<file path="config.mk">
export PLATFORM = sky130hd
export DESIGN_NAME = programmable_crc_engine_flat
export DESIGN_NICKNAME = d
export VERILOG_FILES = /design/src/rtl/pce_pkg.sv /design/src/rtl/pce_channels.sv /design/src/rtl/pce_cfg_regs.sv /design/src/rtl/pce_byte_shifter.sv /design/src/rtl/pce_crc_core.sv /design/src/rtl/programmable_crc_engine.sv /design/src/flat_wrapper.sv
export VERILOG_INCLUDE_DIRS = /design/src /design/src/rtl
export SDC_FILE = /design/constraint.sdc
export NUM_CORES = 1
export LEC_CHECK = 0
export ABC_AREA = 1
export BUFFER_PORTS_ARGS = -buffer_cell sky130_fd_sc_hd__clkbuf_2
export CAP_MARGIN = 20
export CORE_MARGIN = 2
export CORE_UTILIZATION = 40
export CTS_CLUSTER_DIAMETER = 120
export DETAILED_ROUTE_END_ITERATION = 10
export SLEW_MARGIN = 40
export SYNTH_ARGS = -nofsm -noshare
export SYNTH_HDL_FRONTEND = slang
export SYNTH_SLANG_ARGS = --single-unit
</file>
<file path="constraint.sdc">
create_clock -name clk -period 2.9 [get_ports clk]
set_clock_uncertainty 0.1 [all_clocks]
set_input_delay 0.58 -clock clk [delete_from_list [all_inputs] [get_ports clk]]
set_output_delay 0.58 -clock clk [all_outputs]
set_load 0.01 [all_outputs]
</file>
<file path="src/rtl/programmable_crc_engine_assert.svh">
// assertion macros for the programmable crc engine
// no dependencies; included by the top level
`ifndef PROGRAMMABLE_CRC_ENGINE_ASSERT_SVH
`define PROGRAMMABLE_CRC_ENGINE_ASSERT_SVH

// same-cycle implication, checked outside reset
`define PCE_ASSERT_SAME(lbl, clk, rstn, ante, cons, msg) \
	lbl: assert property (@(posedge clk) disable iff (!(rstn)) (ante) |-> (cons)) \
		else $error(msg);

// next-cycle implication, checked outside reset
`define PCE_ASSERT_NEXT(lbl, clk, rstn, ante, cons, msg) \
	lbl: assert property (@(posedge clk) disable iff (!(rstn)) (ante) |=> (cons)) \
		else $error(msg);

`endif

</file>
<file path="src/rtl/pce_pkg.sv">
// types, codes and helper functions for the programmable crc engine
// no dependencies; used by every rtl file of the block but the assertion header
package pce_pkg;

	localparam logic [31:0] MASK16    = 32'h0000_FFFF;
	localparam logic [31:0] MASK32    = 32'hFFFF_FFFF;
	localparam logic [31:0] POLY_RST  = 32'h0000_1021;
	localparam int          IDX_W     = 3;
	localparam int          CNT_W     = 3;
	localparam logic [2:0]  MAX_BYTES = 3'd4;

	typedef enum logic [IDX_W-1:0] {
		REG_WIDE_MODE  = 3'd0,
		REG_POLYNOMIAL = 3'd1,
		REG_SEED       = 3'd2,
		REG_WR_XPOSE   = 3'd3,
		REG_RD_XPOSE   = 3'd4,
		REG_COMPLEMENT = 3'd5
	} pce_reg_t;

	typedef enum logic [1:0] {
		XP_NONE       = 2'd0,
		XP_BITS       = 2'd1,
		XP_BITS_BYTES = 2'd2,
		XP_BYTES      = 2'd3
	} pce_xpose_t;

	typedef enum logic {
		ST_IDLE = 1'b0,
		ST_FOLD = 1'b1
	} pce_state_t;

	typedef struct packed {
		logic        wide_mode;
		logic [31:0] polynomial;
		logic [31:0] seed_value;
		pce_xpose_t  write_transpose;
		pce_xpose_t  read_transpose;
		logic        complement_result;
	} pce_cfg_t;

	typedef struct packed {
		logic load;   // new word accepted
		logic start;  // seed load with this word
		logic step;   // fold one byte
	} pce_ctl_t;

	function automatic logic [7:0] rev8(input logic [7:0] b);
		logic [7:0] r;
		r = '0;
		for (int i = 0; i < 8; i++) begin
			r[i] = b[7-i];
		end
		return r;
	endfunction

	function automatic logic rev_bits(input pce_xpose_t t);
		return (t == XP_BITS) || (t == XP_BITS_BYTES);
	endfunction

	function automatic logic swap_bytes(input pce_xpose_t t);
		return (t == XP_BITS_BYTES) || (t == XP_BYTES);
	endfunction

	function automatic logic [CNT_W-1:0] clamp_count(input logic [CNT_W-1:0] n);
		return n[2] ? MAX_BYTES : n;
	endfunction

	// arrange the valid bytes in feed order, first byte in bits 31:24
	// three bytes go as a two-byte write then a one-byte write
	function automatic logic [31:0] order_bytes(input logic [31:0] w,
		input logic [CNT_W-1:0] n, input pce_xpose_t t);
		logic [7:0]  b0, b1, b2, b3;
		logic        sw;
		logic [31:0] r;
		b0 = rev_bits(t) ? rev8(w[7:0])   : w[7:0];
		b1 = rev_bits(t) ? rev8(w[15:8])  : w[15:8];
		b2 = rev_bits(t) ? rev8(w[23:16]) : w[23:16];
		b3 = rev_bits(t) ? rev8(w[31:24]) : w[31:24];
		sw = swap_bytes(t);
		case (n) inside
			3'd4, 3'd5, 3'd6, 3'd7: r = sw ? {b0, b1, b2, b3} : {b3, b2, b1, b0};
			3'd3:                   r = sw ? {b0, b1, b2, 8'h00} : {b1, b0, b2, 8'h00};
			3'd2:                   r = sw ? {b0, b1, 16'h0000} : {b1, b0, 16'h0000};
			3'd1:                   r = {b0, 24'h000000};
			default:                r = '0;
		endcase
		return r;
	endfunction

	// one byte through the crc shift register, msb first
	function automatic logic [31:0] fold_byte(input logic [31:0] c,
		input logic [7:0] b, input logic [31:0] poly, input logic wide);
		logic [31:0] r;
		logic        fb;
		r = c;
		for (int i = 0; i < 8; i++) begin
			fb = (wide ? r[31] : r[15]) ^ b[3'(7 - i)];
			r  = {r[30:0], 1'b0};
			if (!wide) begin
				r[31:16] = '0;
			end
			if (fb) begin
				r = r ^ poly;
			end
		end
		return r;
	endfunction

	function automatic logic [31:0] format_result(input logic [31:0] c,
		input pce_cfg_t cfg);
		logic [31:0] m;
		logic [31:0] v;
		logic [7:0]  b0, b1, b2, b3;
		logic [31:0] r;
		m  = cfg.wide_mode ? MASK32 : MASK16;
		v  = c & m;
		b0 = rev_bits(cfg.read_transpose) ? rev8(v[7:0])   : v[7:0];
		b1 = rev_bits(cfg.read_transpose) ? rev8(v[15:8])  : v[15:8];
		b2 = rev_bits(cfg.read_transpose) ? rev8(v[23:16]) : v[23:16];
		b3 = rev_bits(cfg.read_transpose) ? rev8(v[31:24]) : v[31:24];
		if (cfg.wide_mode) begin
			r = swap_bytes(cfg.read_transpose) ? {b0, b1, b2, b3} : {b3, b2, b1, b0};
		end else begin
			r = swap_bytes(cfg.read_transpose) ? {16'h0000, b0, b1} : {16'h0000, b1, b0};
		end
		if (cfg.complement_result) begin
			r = r ^ m;
		end
		return r & m;
	endfunction

endpackage

</file>
<file path="src/rtl/pce_channels.sv">
// valid/ready channel interfaces of the programmable crc engine
// depends on pce_pkg for the register index width

interface pce_cfg_if;
	logic                          valid;
	logic                          ready;
	logic [pce_pkg::IDX_W-1:0]     wr_index;
	logic [31:0]                   wr_data;
	modport source (output valid, wr_index, wr_data, input ready);
	modport sink (input valid, wr_index, wr_data, output ready);
endinterface

interface pce_in_if;
	logic                          valid;
	logic                          ready;
	logic                          start_block;
	logic [31:0]                   data_word;
	logic [pce_pkg::CNT_W-1:0]     byte_count;
	modport source (output valid, start_block, data_word, byte_count, input ready);
	modport sink (input valid, start_block, data_word, byte_count, output ready);
endinterface

interface pce_out_if;
	logic        valid;
	logic        ready;
	logic [31:0] crc_value;
	modport source (output valid, crc_value, input ready);
	modport sink (input valid, crc_value, output ready);
endinterface

</file>
<file path="src/rtl/pce_cfg_regs.sv">
// configuration register file of the programmable crc engine
// depends on pce_pkg and the pce_cfg_if channel
module pce_cfg_regs (
	input  logic              clk,
	input  logic              arst_n,
	pce_cfg_if.sink           cfg,
	output pce_pkg::pce_cfg_t regs
);

	pce_pkg::pce_cfg_t regs_q;
	logic              wr_en;

	assign cfg.ready = 1'b1;
	assign wr_en     = cfg.valid & cfg.ready;
	assign regs      = regs_q;

	always_ff @(posedge clk or negedge arst_n) begin
		if (!arst_n) begin
			regs_q.wide_mode         <= 1'b0;
			regs_q.polynomial        <= pce_pkg::POLY_RST;
			regs_q.seed_value        <= '0;
			regs_q.write_transpose   <= pce_pkg::XP_NONE;
			regs_q.read_transpose    <= pce_pkg::XP_NONE;
			regs_q.complement_result <= 1'b0;
		end else if (wr_en) begin
			unique case (cfg.wr_index)
				pce_pkg::REG_WIDE_MODE:  regs_q.wide_mode <= cfg.wr_data[0];
				pce_pkg::REG_POLYNOMIAL: regs_q.polynomial <= cfg.wr_data;
				pce_pkg::REG_SEED:       regs_q.seed_value <= cfg.wr_data;
				pce_pkg::REG_WR_XPOSE:
					regs_q.write_transpose <= pce_pkg::pce_xpose_t'(cfg.wr_data[1:0]);
				pce_pkg::REG_RD_XPOSE:
					regs_q.read_transpose <= pce_pkg::pce_xpose_t'(cfg.wr_data[1:0]);
				pce_pkg::REG_COMPLEMENT: regs_q.complement_result <= cfg.wr_data[0];
				default: ;  // writes beyond the register list are dropped
			endcase
		end
	end

endmodule

</file>
<file path="src/rtl/pce_byte_shifter.sv">
// byte shift register that feeds the crc core one byte per cycle
// depends on pce_pkg for byte ordering and control types
module pce_byte_shifter (
	input  logic                        clk,
	input  logic                        arst_n,
	input  pce_pkg::pce_ctl_t           ctl,
	input  logic [31:0]                 data_word,
	input  logic [pce_pkg::CNT_W-1:0]   byte_count,
	input  pce_pkg::pce_xpose_t         write_transpose,
	output logic [7:0]                  digit,
	output logic [pce_pkg::CNT_W-1:0]   remaining
);

	logic [31:0]               bytes_q;
	logic [pce_pkg::CNT_W-1:0] rem_q;

	assign digit     = bytes_q[31:24];
	assign remaining = rem_q;

	always_ff @(posedge clk) begin
		if (ctl.load) begin
			bytes_q <= pce_pkg::order_bytes(data_word, byte_count, write_transpose);
		end else if (ctl.step) begin
			bytes_q <= {bytes_q[23:0], 8'h00};
		end
	end

	always_ff @(posedge clk or negedge arst_n) begin
		if (!arst_n) begin
			rem_q <= '0;
		end else if (ctl.load) begin
			rem_q <= pce_pkg::clamp_count(byte_count);
		end else if (ctl.step) begin
			rem_q <= rem_q - 3'd1;
		end
	end

endmodule

</file>
<file path="src/rtl/pce_crc_core.sv">
// crc register with one-byte fold step and result formatting
// depends on pce_pkg for the fold and format functions
module pce_crc_core (
	input  logic              clk,
	input  logic              arst_n,
	input  pce_pkg::pce_ctl_t ctl,
	input  pce_pkg::pce_cfg_t regs,
	input  logic [7:0]        digit,
	output logic [31:0]       result
);

	logic [31:0] crc_q;
	logic [31:0] mask;

	assign mask   = regs.wide_mode ? pce_pkg::MASK32 : pce_pkg::MASK16;
	assign result = pce_pkg::format_result(crc_q, regs);

	always_ff @(posedge clk or negedge arst_n) begin
		if (!arst_n) begin
			crc_q <= '0;
		end else if (ctl.load) begin
			// width may have changed since the last word
			crc_q <= (ctl.start ? regs.seed_value : crc_q) & mask;
		end else if (ctl.step) begin
			crc_q <= pce_pkg::fold_byte(crc_q, digit, regs.polynomial & mask,
				regs.wide_mode);
		end
	end

endmodule

</file>
<file path="src/rtl/programmable_crc_engine.sv">
// programmable crc engine, 16 or 32 bit, with input and result transposition
// an input beat loads the byte shifter, then the fold loop folds its bytes (0..4) one per cycle,
// and the result enters the output register once that register is free; no word is taken
// during a fold, but the next word is taken while the previous result waits in the output register
// reset: crc register cleared, registers to their defaults, no result pending
module programmable_crc_engine (
	input  logic      clk,
	input  logic      arst_n,
	pce_cfg_if.sink   cfg,
	pce_in_if.sink    data_in,
	pce_out_if.source crc_out
);

	`include "programmable_crc_engine_assert.svh"

	pce_pkg::pce_cfg_t         regs;
	pce_pkg::pce_ctl_t         ctl;
	pce_pkg::pce_state_t       state_q;
	pce_pkg::pce_state_t       state_nx;
	logic [7:0]                digit;
	logic [pce_pkg::CNT_W-1:0] remaining;
	logic [31:0]               result;
	logic                      in_beat;
	logic                      slot_free;
	logic                      out_load;
	logic                      out_valid_q;
	logic [31:0]               out_crc_q;

	pce_cfg_regs u_cfg (
		.clk    (clk),
		.arst_n (arst_n),
		.cfg    (cfg),
		.regs   (regs)
	);

	pce_byte_shifter u_shift (
		.clk             (clk),
		.arst_n          (arst_n),
		.ctl             (ctl),
		.data_word       (data_in.data_word),
		.byte_count      (data_in.byte_count),
		.write_transpose (regs.write_transpose),
		.digit           (digit),
		.remaining       (remaining)
	);

	pce_crc_core u_core (
		.clk    (clk),
		.arst_n (arst_n),
		.ctl    (ctl),
		.regs   (regs),
		.digit  (digit),
		.result (result)
	);

	assign in_beat   = data_in.valid & data_in.ready;
	assign slot_free = !out_valid_q || crc_out.ready;

	always_comb begin
		state_nx = state_q;
		unique case (state_q)
			pce_pkg::ST_IDLE: if (in_beat) state_nx = pce_pkg::ST_FOLD;
			pce_pkg::ST_FOLD: if (remaining == '0 && slot_free) state_nx = pce_pkg::ST_IDLE;
			default:          state_nx = pce_pkg::ST_IDLE;
		endcase
	end

	always_comb begin
		data_in.ready = 1'b0;
		ctl           = '0;
		out_load      = 1'b0;
		unique case (state_q)
			pce_pkg::ST_IDLE: begin
				data_in.ready = 1'b1;
				ctl.load      = data_in.valid;
				ctl.start     = data_in.start_block;
			end
			pce_pkg::ST_FOLD: begin
				ctl.step = (remaining != '0);
				out_load = (remaining == '0) && slot_free;
			end
			default: ;
		endcase
	end

	always_ff @(posedge clk or negedge arst_n) begin
		if (!arst_n) begin
			state_q <= pce_pkg::ST_IDLE;
		end else begin
			state_q <= state_nx;
		end
	end

	always_ff @(posedge clk or negedge arst_n) begin
		if (!arst_n) begin
			out_valid_q <= 1'b0;
		end else if (out_load) begin
			out_valid_q <= 1'b1;
		end else if (crc_out.ready) begin
			out_valid_q <= 1'b0;
		end
	end

	always_ff @(posedge clk) begin
		if (out_load) begin
			out_crc_q <= result;
		end
	end

	assign crc_out.valid     = out_valid_q;
	assign crc_out.crc_value = out_crc_q;

	`PCE_ASSERT_NEXT(a_beat_starts_fold, clk, arst_n, in_beat,
		state_q == pce_pkg::ST_FOLD && remaining <= pce_pkg::MAX_BYTES,
		"input beat did not start a fold of at most four bytes")
	`PCE_ASSERT_NEXT(a_no_early_exit, clk, arst_n,
		state_q == pce_pkg::ST_FOLD && remaining != '0,
		state_q == pce_pkg::ST_FOLD, "fold ended with bytes still pending")
	`PCE_ASSERT_SAME(a_load_needs_slot, clk, arst_n, out_load,
		!out_valid_q || crc_out.ready, "result overwrote a pending beat")
	`PCE_ASSERT_NEXT(a_narrow_result, clk, arst_n, out_load && !regs.wide_mode,
		out_crc_q[31:16] == 16'h0000, "16-bit result has upper bits set")

endmodule
</file>
<file path="src/flat_wrapper.sv">
// flat-port wrapper written by rule: the top's interface ports become plain ports
module programmable_crc_engine_flat 
  (clk, arst_n, cfg_valid, cfg_wr_index, cfg_wr_data, cfg_ready, data_in_valid, data_in_start_block, data_in_data_word, data_in_byte_count, data_in_ready, crc_out_valid, crc_out_crc_value, crc_out_ready);
  pce_cfg_if cfg_i ();
  pce_in_if data_in_i ();
  pce_out_if crc_out_i ();
  input  logic clk;
  input  logic arst_n;
  input wire logic [$bits(cfg_i.valid)-1:0] cfg_valid;
  input wire logic [$bits(cfg_i.wr_index)-1:0] cfg_wr_index;
  input wire logic [$bits(cfg_i.wr_data)-1:0] cfg_wr_data;
  output wire logic [$bits(cfg_i.ready)-1:0] cfg_ready;
  input wire logic [$bits(data_in_i.valid)-1:0] data_in_valid;
  input wire logic [$bits(data_in_i.start_block)-1:0] data_in_start_block;
  input wire logic [$bits(data_in_i.data_word)-1:0] data_in_data_word;
  input wire logic [$bits(data_in_i.byte_count)-1:0] data_in_byte_count;
  output wire logic [$bits(data_in_i.ready)-1:0] data_in_ready;
  output wire logic [$bits(crc_out_i.valid)-1:0] crc_out_valid;
  output wire logic [$bits(crc_out_i.crc_value)-1:0] crc_out_crc_value;
  input wire logic [$bits(crc_out_i.ready)-1:0] crc_out_ready;
  assign cfg_i.valid = cfg_valid;
  assign cfg_i.wr_index = cfg_wr_index;
  assign cfg_i.wr_data = cfg_wr_data;
  assign cfg_ready = cfg_i.ready;
  assign data_in_i.valid = data_in_valid;
  assign data_in_i.start_block = data_in_start_block;
  assign data_in_i.data_word = data_in_data_word;
  assign data_in_i.byte_count = data_in_byte_count;
  assign data_in_ready = data_in_i.ready;
  assign crc_out_valid = crc_out_i.valid;
  assign crc_out_crc_value = crc_out_i.crc_value;
  assign crc_out_i.ready = crc_out_ready;
  programmable_crc_engine u_core (.clk(clk), .arst_n(arst_n), .cfg(cfg_i), .data_in(data_in_i), .crc_out(crc_out_i));
endmodule
</file>
==> impl_metrics.py, run 1 <==
metrics = {
    "global_route": {
        "grt_max_degree": 65,
        "grt_usage_pct": 23.1,
        "antenna_found_initial": 0,
        "overflow": 0,
        "grt_pass1_vias": 9587,
        "grt_pass1_wl_um": 52000,
    },
    "floorplanning": {
        "start_util_pct": 40.7,
        "core-area_um2": 27000,
        "rows": 60,
        "design.die.area_um2": 28800,
        "die_x_um": 170,
        "chipHeight_um": 170,
        "ios": 111,
    },
    "yosys": {
        "netlist_area_um2": 11000,
        "syn-num-nets": 1654,
        "yosys-top-cells-area": "dfrtp_1, nand2_1, edfxtp_1, o21ai_0, inv_1",
        "synth_edf_count": 48,
        "ys_ff_latch": 155,
        "ys.flop_type": "dfrtp_1",
        "synth.yosys.seq_area_share_pct": 37.6,
        "async_flop_share_pct": 69.0,
        "synth_cells": 1572,
        "netlist-cell-type-count": 41,
        "syn_avg_cell_area_um2": 6.98,
        "yosysWarnings": 0,
        "yosysTopAreaCell": "dfrtp_1",
        "synth_top_area_share_pct": 23.7,
    },
    "finish": {
        "drive_gt1_share_pct": 18.5,
        "final_common_cell": "nand2_1",
        "nNetsFinal": 1778,
        "layout_common_cells": "nand2_1, o21ai_0, inv_1, nor2_1, clkbuf_2",
        "fin_util_pct": 49.6,
        "antenna_cells": 0,
        "area_growth_syn_to_layout_pct": 21.9,
    },
    "clock_tree": {
        "tritoncts": "built",
        "clkLatencyLatePin_ps": 440,
        "clk_pin_slew_ps": 80,
        "cts_sinks": 155,
        "cts_root_buffer": "clkbuf_16",
        "cts_htree_levels": 4,
        "clockBufferDepth": 2,
        "cts-buffers-inserted": 17,
    },
    "critical_path": {
        "crit_buf_inv": 3,
        "arrival_ps": 3220,
        "critical_path_class": "reg -> reg",
        "cp_slowest_cell": "dfrtp_2",
        "path_cells": "inv_2 > nand2_4 > nand2_4 > nand2_4 > nand2_8 > nand2_2 > nand2_1 > nand2_2 > nand2_4 > nand2_4 > nand2_4 > buf_6 > o21ai_2 > nand2_2 > xor2_2 > nand2_4 > nand3_4 > nand2_4 > nand2_8 > buf_6 > nand2_8 > nand2_1 > nand3_1 > a21oi_1",
        "reg2regPathDepth": 24,
        "crit_top_cell": "nand2_4",
        "reg2reg_slack_ps": -50,
        "timing.rr.start": "u_core.u_cfg.regs[69]",
        "start_kind": "flop",
        "cp_top_family": "simple AND/OR/NAND/NOR gates",
        "regToRegEndpoint": "u_core.u_core.crc_q[17]",
        "end_kind": "flop",
        "cp_max_fo": 7,
        "max_stage_delay_ps": 470,
        "critical_path_required_ps": 3170,
    },
    "sta": {
        "max_freq_ghz": 0.338,
        "setup_ws_ps": -54.7,
        "worst_slew_pin_slew_ps": 607,
        "setup_viol": 10,
        "finalCritPeriodShare_pct": 102,
        "rsz0062_at_grt": "true",
        "maxSlewHeadroom_pct": 59.6,
        "timing_hold_violations_final": 0,
        "finalMaxSlewViolations": 0,
        "period_needed_ps": 2950,
    },
    "place": {
        "gp_congestion": 0.910,
        "dp_hpwl_um": 24500,
        "io_buffers": 109,
    },
    "routing": {
        "drt_iter0_drc": 974,
        "post_drt_via_cell_ratio": 5.26,
        "wire_per_inst_um": 16.7,
        "antenna_left": 0,
        "vias": 10800,
        "drc": 0,
        "drtPass1Iterations": 5,
        "wl_um": 34300,
    },
    "run_status": {
        "status": "finished, violations left",
        "violations": "negative setup slack",
    },
    "worst_hold_path": {
        "min_path_type": "in -> reg",
        "hold_depth": 2,
        "min_to": "u_core.crc_out.valid",
        "hp-start": "crc_out_ready",
    },
    "job": {
        "drv_cap": 0,
    },
}
-- worst reg2reg max path: cells and delay by family (launching register included) --
family	cells	cell delay (ps)
buffers and inverters	3	350
AOI/OAI and AO/OA	2	190
and+or+nand+nor	18	1600
DFF	1	470
xor gates and xnor gates	1	200
-- cells in the mapped netlist (all sizes together), types with 2 or more instances --
cell    number
o211ai       4
clkinv       2
nor3         3
or2          6
buf         26
o21ai      221
ha           6
inv        186
xnor2       17
a21oi       62
clkbuf      53
dfrtp      104
o21bai      20
nand2      458
o221ai      18
edfxtp      48
xor2        58
a22oi        3
xnor3        4
nor2       123
mux2i       10
a221o        4
dfstp        3
mux2         6
nand3      122
-- per-stage QoR --
| stage | hold slack (ps) | setup slack, ps | area, um^2 | TNS, ps | cells |
|---|---|---|---|---|---|
| 2_1_floorplan | 184 | 297 | 11000 | 0 | 1572 |
| 3_3_place_gp | 366 | 14.4 | 12100 | 0 | 2003 |
| 3_5_place_dp | 372 | -66.8 | 12100 | -333 | 2003 |
| 4_1_cts | 235 | -9.65 | 12700 | -12.9 | 2036 |
| 5_1_grt | 273 | -215 | 13400 | -5080 | 2050 |
| 6_report | 246 | -54.7 | 13400 | -291 | 2050 |
-- worst max path at each step --
stage                                start                          end  slack, ps  depth (start not counted)
3_5_place_dp         u_core.u_cfg.regs[69]       u_core.u_core.crc_q[6]        -70                         20
2_1_floorplan  u_core.u_shift.remaining[0]  u_core.crc_out.crc_value[0]        300                          4
6_report             u_core.u_cfg.regs[69]      u_core.u_core.crc_q[17]        -50                         24
3_3_place_gp         u_core.u_cfg.regs[69]       u_core.u_core.crc_q[6]         10                         20
4_1_cts              u_core.u_cfg.regs[69]      u_core.u_core.crc_q[11]        -10                         22
5_1_grt              u_core.u_cfg.regs[69]      u_core.u_core.crc_q[11]       -210                         20
-- registers in the layout, indices dropped and copies added (netlist names) --
signal and count:
u_core.u_core.crc_q 32, u_core.state_q 1, u_core.crc_out.crc_value 32, u_core.u_cfg.regs 70
u_core.u_shift.bytes_q 16, u_core.u_shift.remaining 3, u_core.crc_out.valid 1
-- what timing repair did --
item                                   CTS  global route
hold buffers                             1             0
gates resized for setup                  8           100
pin swaps                                0            11
cloned                                   0             7
endpoints found under the hold margin    3             0
buffers inserted                         0             7
setup endpoints to repair               22            32
-- layout make-up --
class	instances	area (um^2)
sequential	155	4120
clock buffer	18	439
inverter	188	708
timing repair buffer	182	1310
clock inverter	14	146
multi-input combinational	1152	6210
fill	2623	13600
tap	341	427
-- metal layers --
layer	GRT usage [%]	vias up	part of all wire, %
met2	34.2	408	42
met5	0	-	0
li1	-	5336	-
met1	34.6	4986	47
met3	4.08	62	8.2
met4	6.32	0	2.8
-- kinds of logic after synthesis --
kind of cell    after synthesis  share of synthesized area [%]
compound gates              335                           16.8
mux                          16                           1.53
xor+xnor                     79                           6.81
buf+inv                     267                           9.65
flops                       155                           37.6
other cells                   1                         0.0342
fa+ha+maj                     6                          0.685
simple gates                713                           26.9
Power of run 1 is not shown: default switching activity piles up to over one toggle a cycle in this logic, so the estimate is an artifact.
==> inputs of run 2 (changes only) <==
Settings changed: CORE_MARGIN 2 to unset, SKIP_CTS_REPAIR_TIMING set to 1.
==> run 2 against run 1 <==
Compared with the run above: the flow now finishes without violations; utilization shrank 0.24 points; global-route usage increased by 1.3 points; non-clock buffer count is 2 higher; critical path depth shrank 4; count of clock-buffer cells in the layout stayed put; register-to-register slack better by 80 ps; wire length down 1.2%; sequential share of layout area up 0.15 points; hold slack worse by 180 ps.
==> impl_metrics.py, run 2 (synthesized netlist as in run 1, its figures left out) <==
metrics = {
    "run_status": {
        "status": "complete, no violations",
    },
    "critical_path": {
        "cp_max_fo": 8,
        "cp-startpoint": "u_core.u_cfg.regs[69]",
        "end_kind": "flop",
        "cp_slowest_cell": "dfrtp_2",
        "reg2reg_slack_ps": 30,
        "endpoint": "u_core.u_core.crc_q[24]",
        "critical_path_class": "reg -> reg",
        "crit_buf_inv": 1,
        "arrival_ps": 3140,
        "crit_top_cell": "nand2_4",
        "cp_top_family": "simple AND/OR/NAND/NOR gates",
        "max_stage_delay_ps": 440,
        "path_cells": "nand2_2 > nand3_2 > nand3_1 > nand3_4 > nand2_4 > nand2_4 > nand2_4 > nand2_4 > nand3_4 > nand2_4 > nand2_4 > nand3b_1 > nand3_4 > nand2_4 > nand2_8 > nand2_8 > buf_12 > nand2_1 > nand3_2 > a21oi_2",
        "start_kind": "flop",
        "crit_cells": 20,
        "regToRegEndpoint": "u_core.u_core.crc_q[24]",
        "critical_path_required_ps": 3170,
        "timing.rr.start": "u_core.u_cfg.regs[69]",
        "reg2regPathDepth": 20,
    },
    "global_route": {
        "grt_max_degree": 65,
        "grt_pass1_vias": 9726,
        "antenna_found_initial": 0,
        "overflow": 0,
        "grt_usage_pct": 24.4,
        "grt_pass1_wl_um": 53300,
    },
    "finish": {
        "layout_common_cells": "nand2_1, o21ai_0, inv_1, nor2_1, clkbuf_2",
        "fin_util_pct": 49.4,
        "area_growth_syn_to_layout_pct": 21.3,
        "fin_area_um2": 13300,
        "antenna_cells": 0,
        "final_cell_count_no_fill": 2050,
        "drive_gt1_share_pct": 18.4,
        "final_common_cell": "nand2_1",
        "nNetsFinal": 1778,
        "largest_register_ffs": 70,
    },
    "place": {
        "gp_congestion": 0.914,
        "dpl_cell_area_um2": 12200,
        "dp_hpwl_um": 25000,
        "io_buffers": 109,
        "dp_cells": 2010,
    },
    "floorplanning": {
        "design.die.area_um2": 28100,
        "ios": 111,
        "core-area_um2": 27000,
        "chipHeight_um": 168,
        "rows": 60,
        "start_util_pct": 40.7,
        "die_x_um": 168,
    },
    "sta": {
        "period_needed_ps": 2870,
        "timing_hold_violations_final": 0,
        "maxSlewHeadroom_pct": 54.4,
        "setup_viol": 0,
        "fin_tns_setup_ps": 0,
        "rsz0062_at_grt": "true",
        "max_freq_ghz": 0.348,
        "finalCritPeriodShare_pct": 99.0,
        "finalMaxSlewViolations": 0,
        "worst_slew_pin_slew_ps": 685,
    },
    "clock_tree": {
        "clk_pin_slew_ps": 70,
        "clkLatencyLatePin_ps": 450,
        "cts_htree_levels": 4,
        "clockBufferDepth": 2,
        "cts_sinks": 155,
        "tritoncts": "built",
        "cts_root_buffer": "clkbuf_16",
        "cts-buffers-inserted": 17,
    },
    "worst_hold_path": {
        "min_path_type": "in -> async",
    },
    "routing": {
        "wire_per_inst_um": 16.5,
        "drt_iter0_drc": 987,
        "drc": 0,
        "drtPass1Iterations": 5,
        "wl_um": 33900,
        "post_drt_via_cell_ratio": 5.22,
        "antenna_left": 0,
        "vias": 10700,
    },
    "job": {
        "drv_cap": 0,
    },
}
## run 2: per-layer routing
layer | up-vias | part of all wire [%] | routed length [um] | GRT usage (%)
met2 | 371 | 43 | 14600 | 36.2
met3 | 56 | 7.2 | 2440 | 4.63
met5 | - | 0 | 0 | 0
met4 | 0 | 2.5 | 841 | 8.06
li1 | 5332 | - | - | -
met1 | 4949 | 47 | 16000 | 35.4
## run 2: how the worst min path moves through the flow
stage | start | endpoint | slack, ps | cells past startpoint
3_3_place_gp | u_core.u_cfg.regs[26] | u_core.u_cfg.regs[26] | 370 | 2
3_5_place_dp | u_core.u_cfg.regs[11] | u_core.u_cfg.regs[11] | 380 | 2
2_1_floorplan | arst_n | u_core.crc_out.valid | 180 | 0
4_1_cts | arst_n | u_core.u_cfg.regs[41] | 80 | 1
5_1_grt | arst_n | u_core.u_cfg.regs[41] | 120 | 1
6_report | arst_n | u_core.u_cfg.regs[41] | 70 | 1
## run 2: stage by stage
step	worst slack, ps	hold slack (ps)
final	29.1	65.1
after global routing	-159	122
after CTS	19.1	84.6
after detailed placement	36.2	376
after global placement	64.6	367
after floorplan	297	184
## run 2: final cells by class
| type | instances | area (um^2) |
|---|---|---|
| inverters | 188 | 708 |
| clock inverters | 14 | 145 |
| repair buffers | 184 | 1280 |
| clock buffers | 18 | 439 |
| multi-input cells | 1150 | 6170 |
| fillers | 2643 | 13600 |
| well taps | 341 | 427 |
| flip-flops and latches | 155 | 4120 |
Power of run 2 is left out for the same reason.
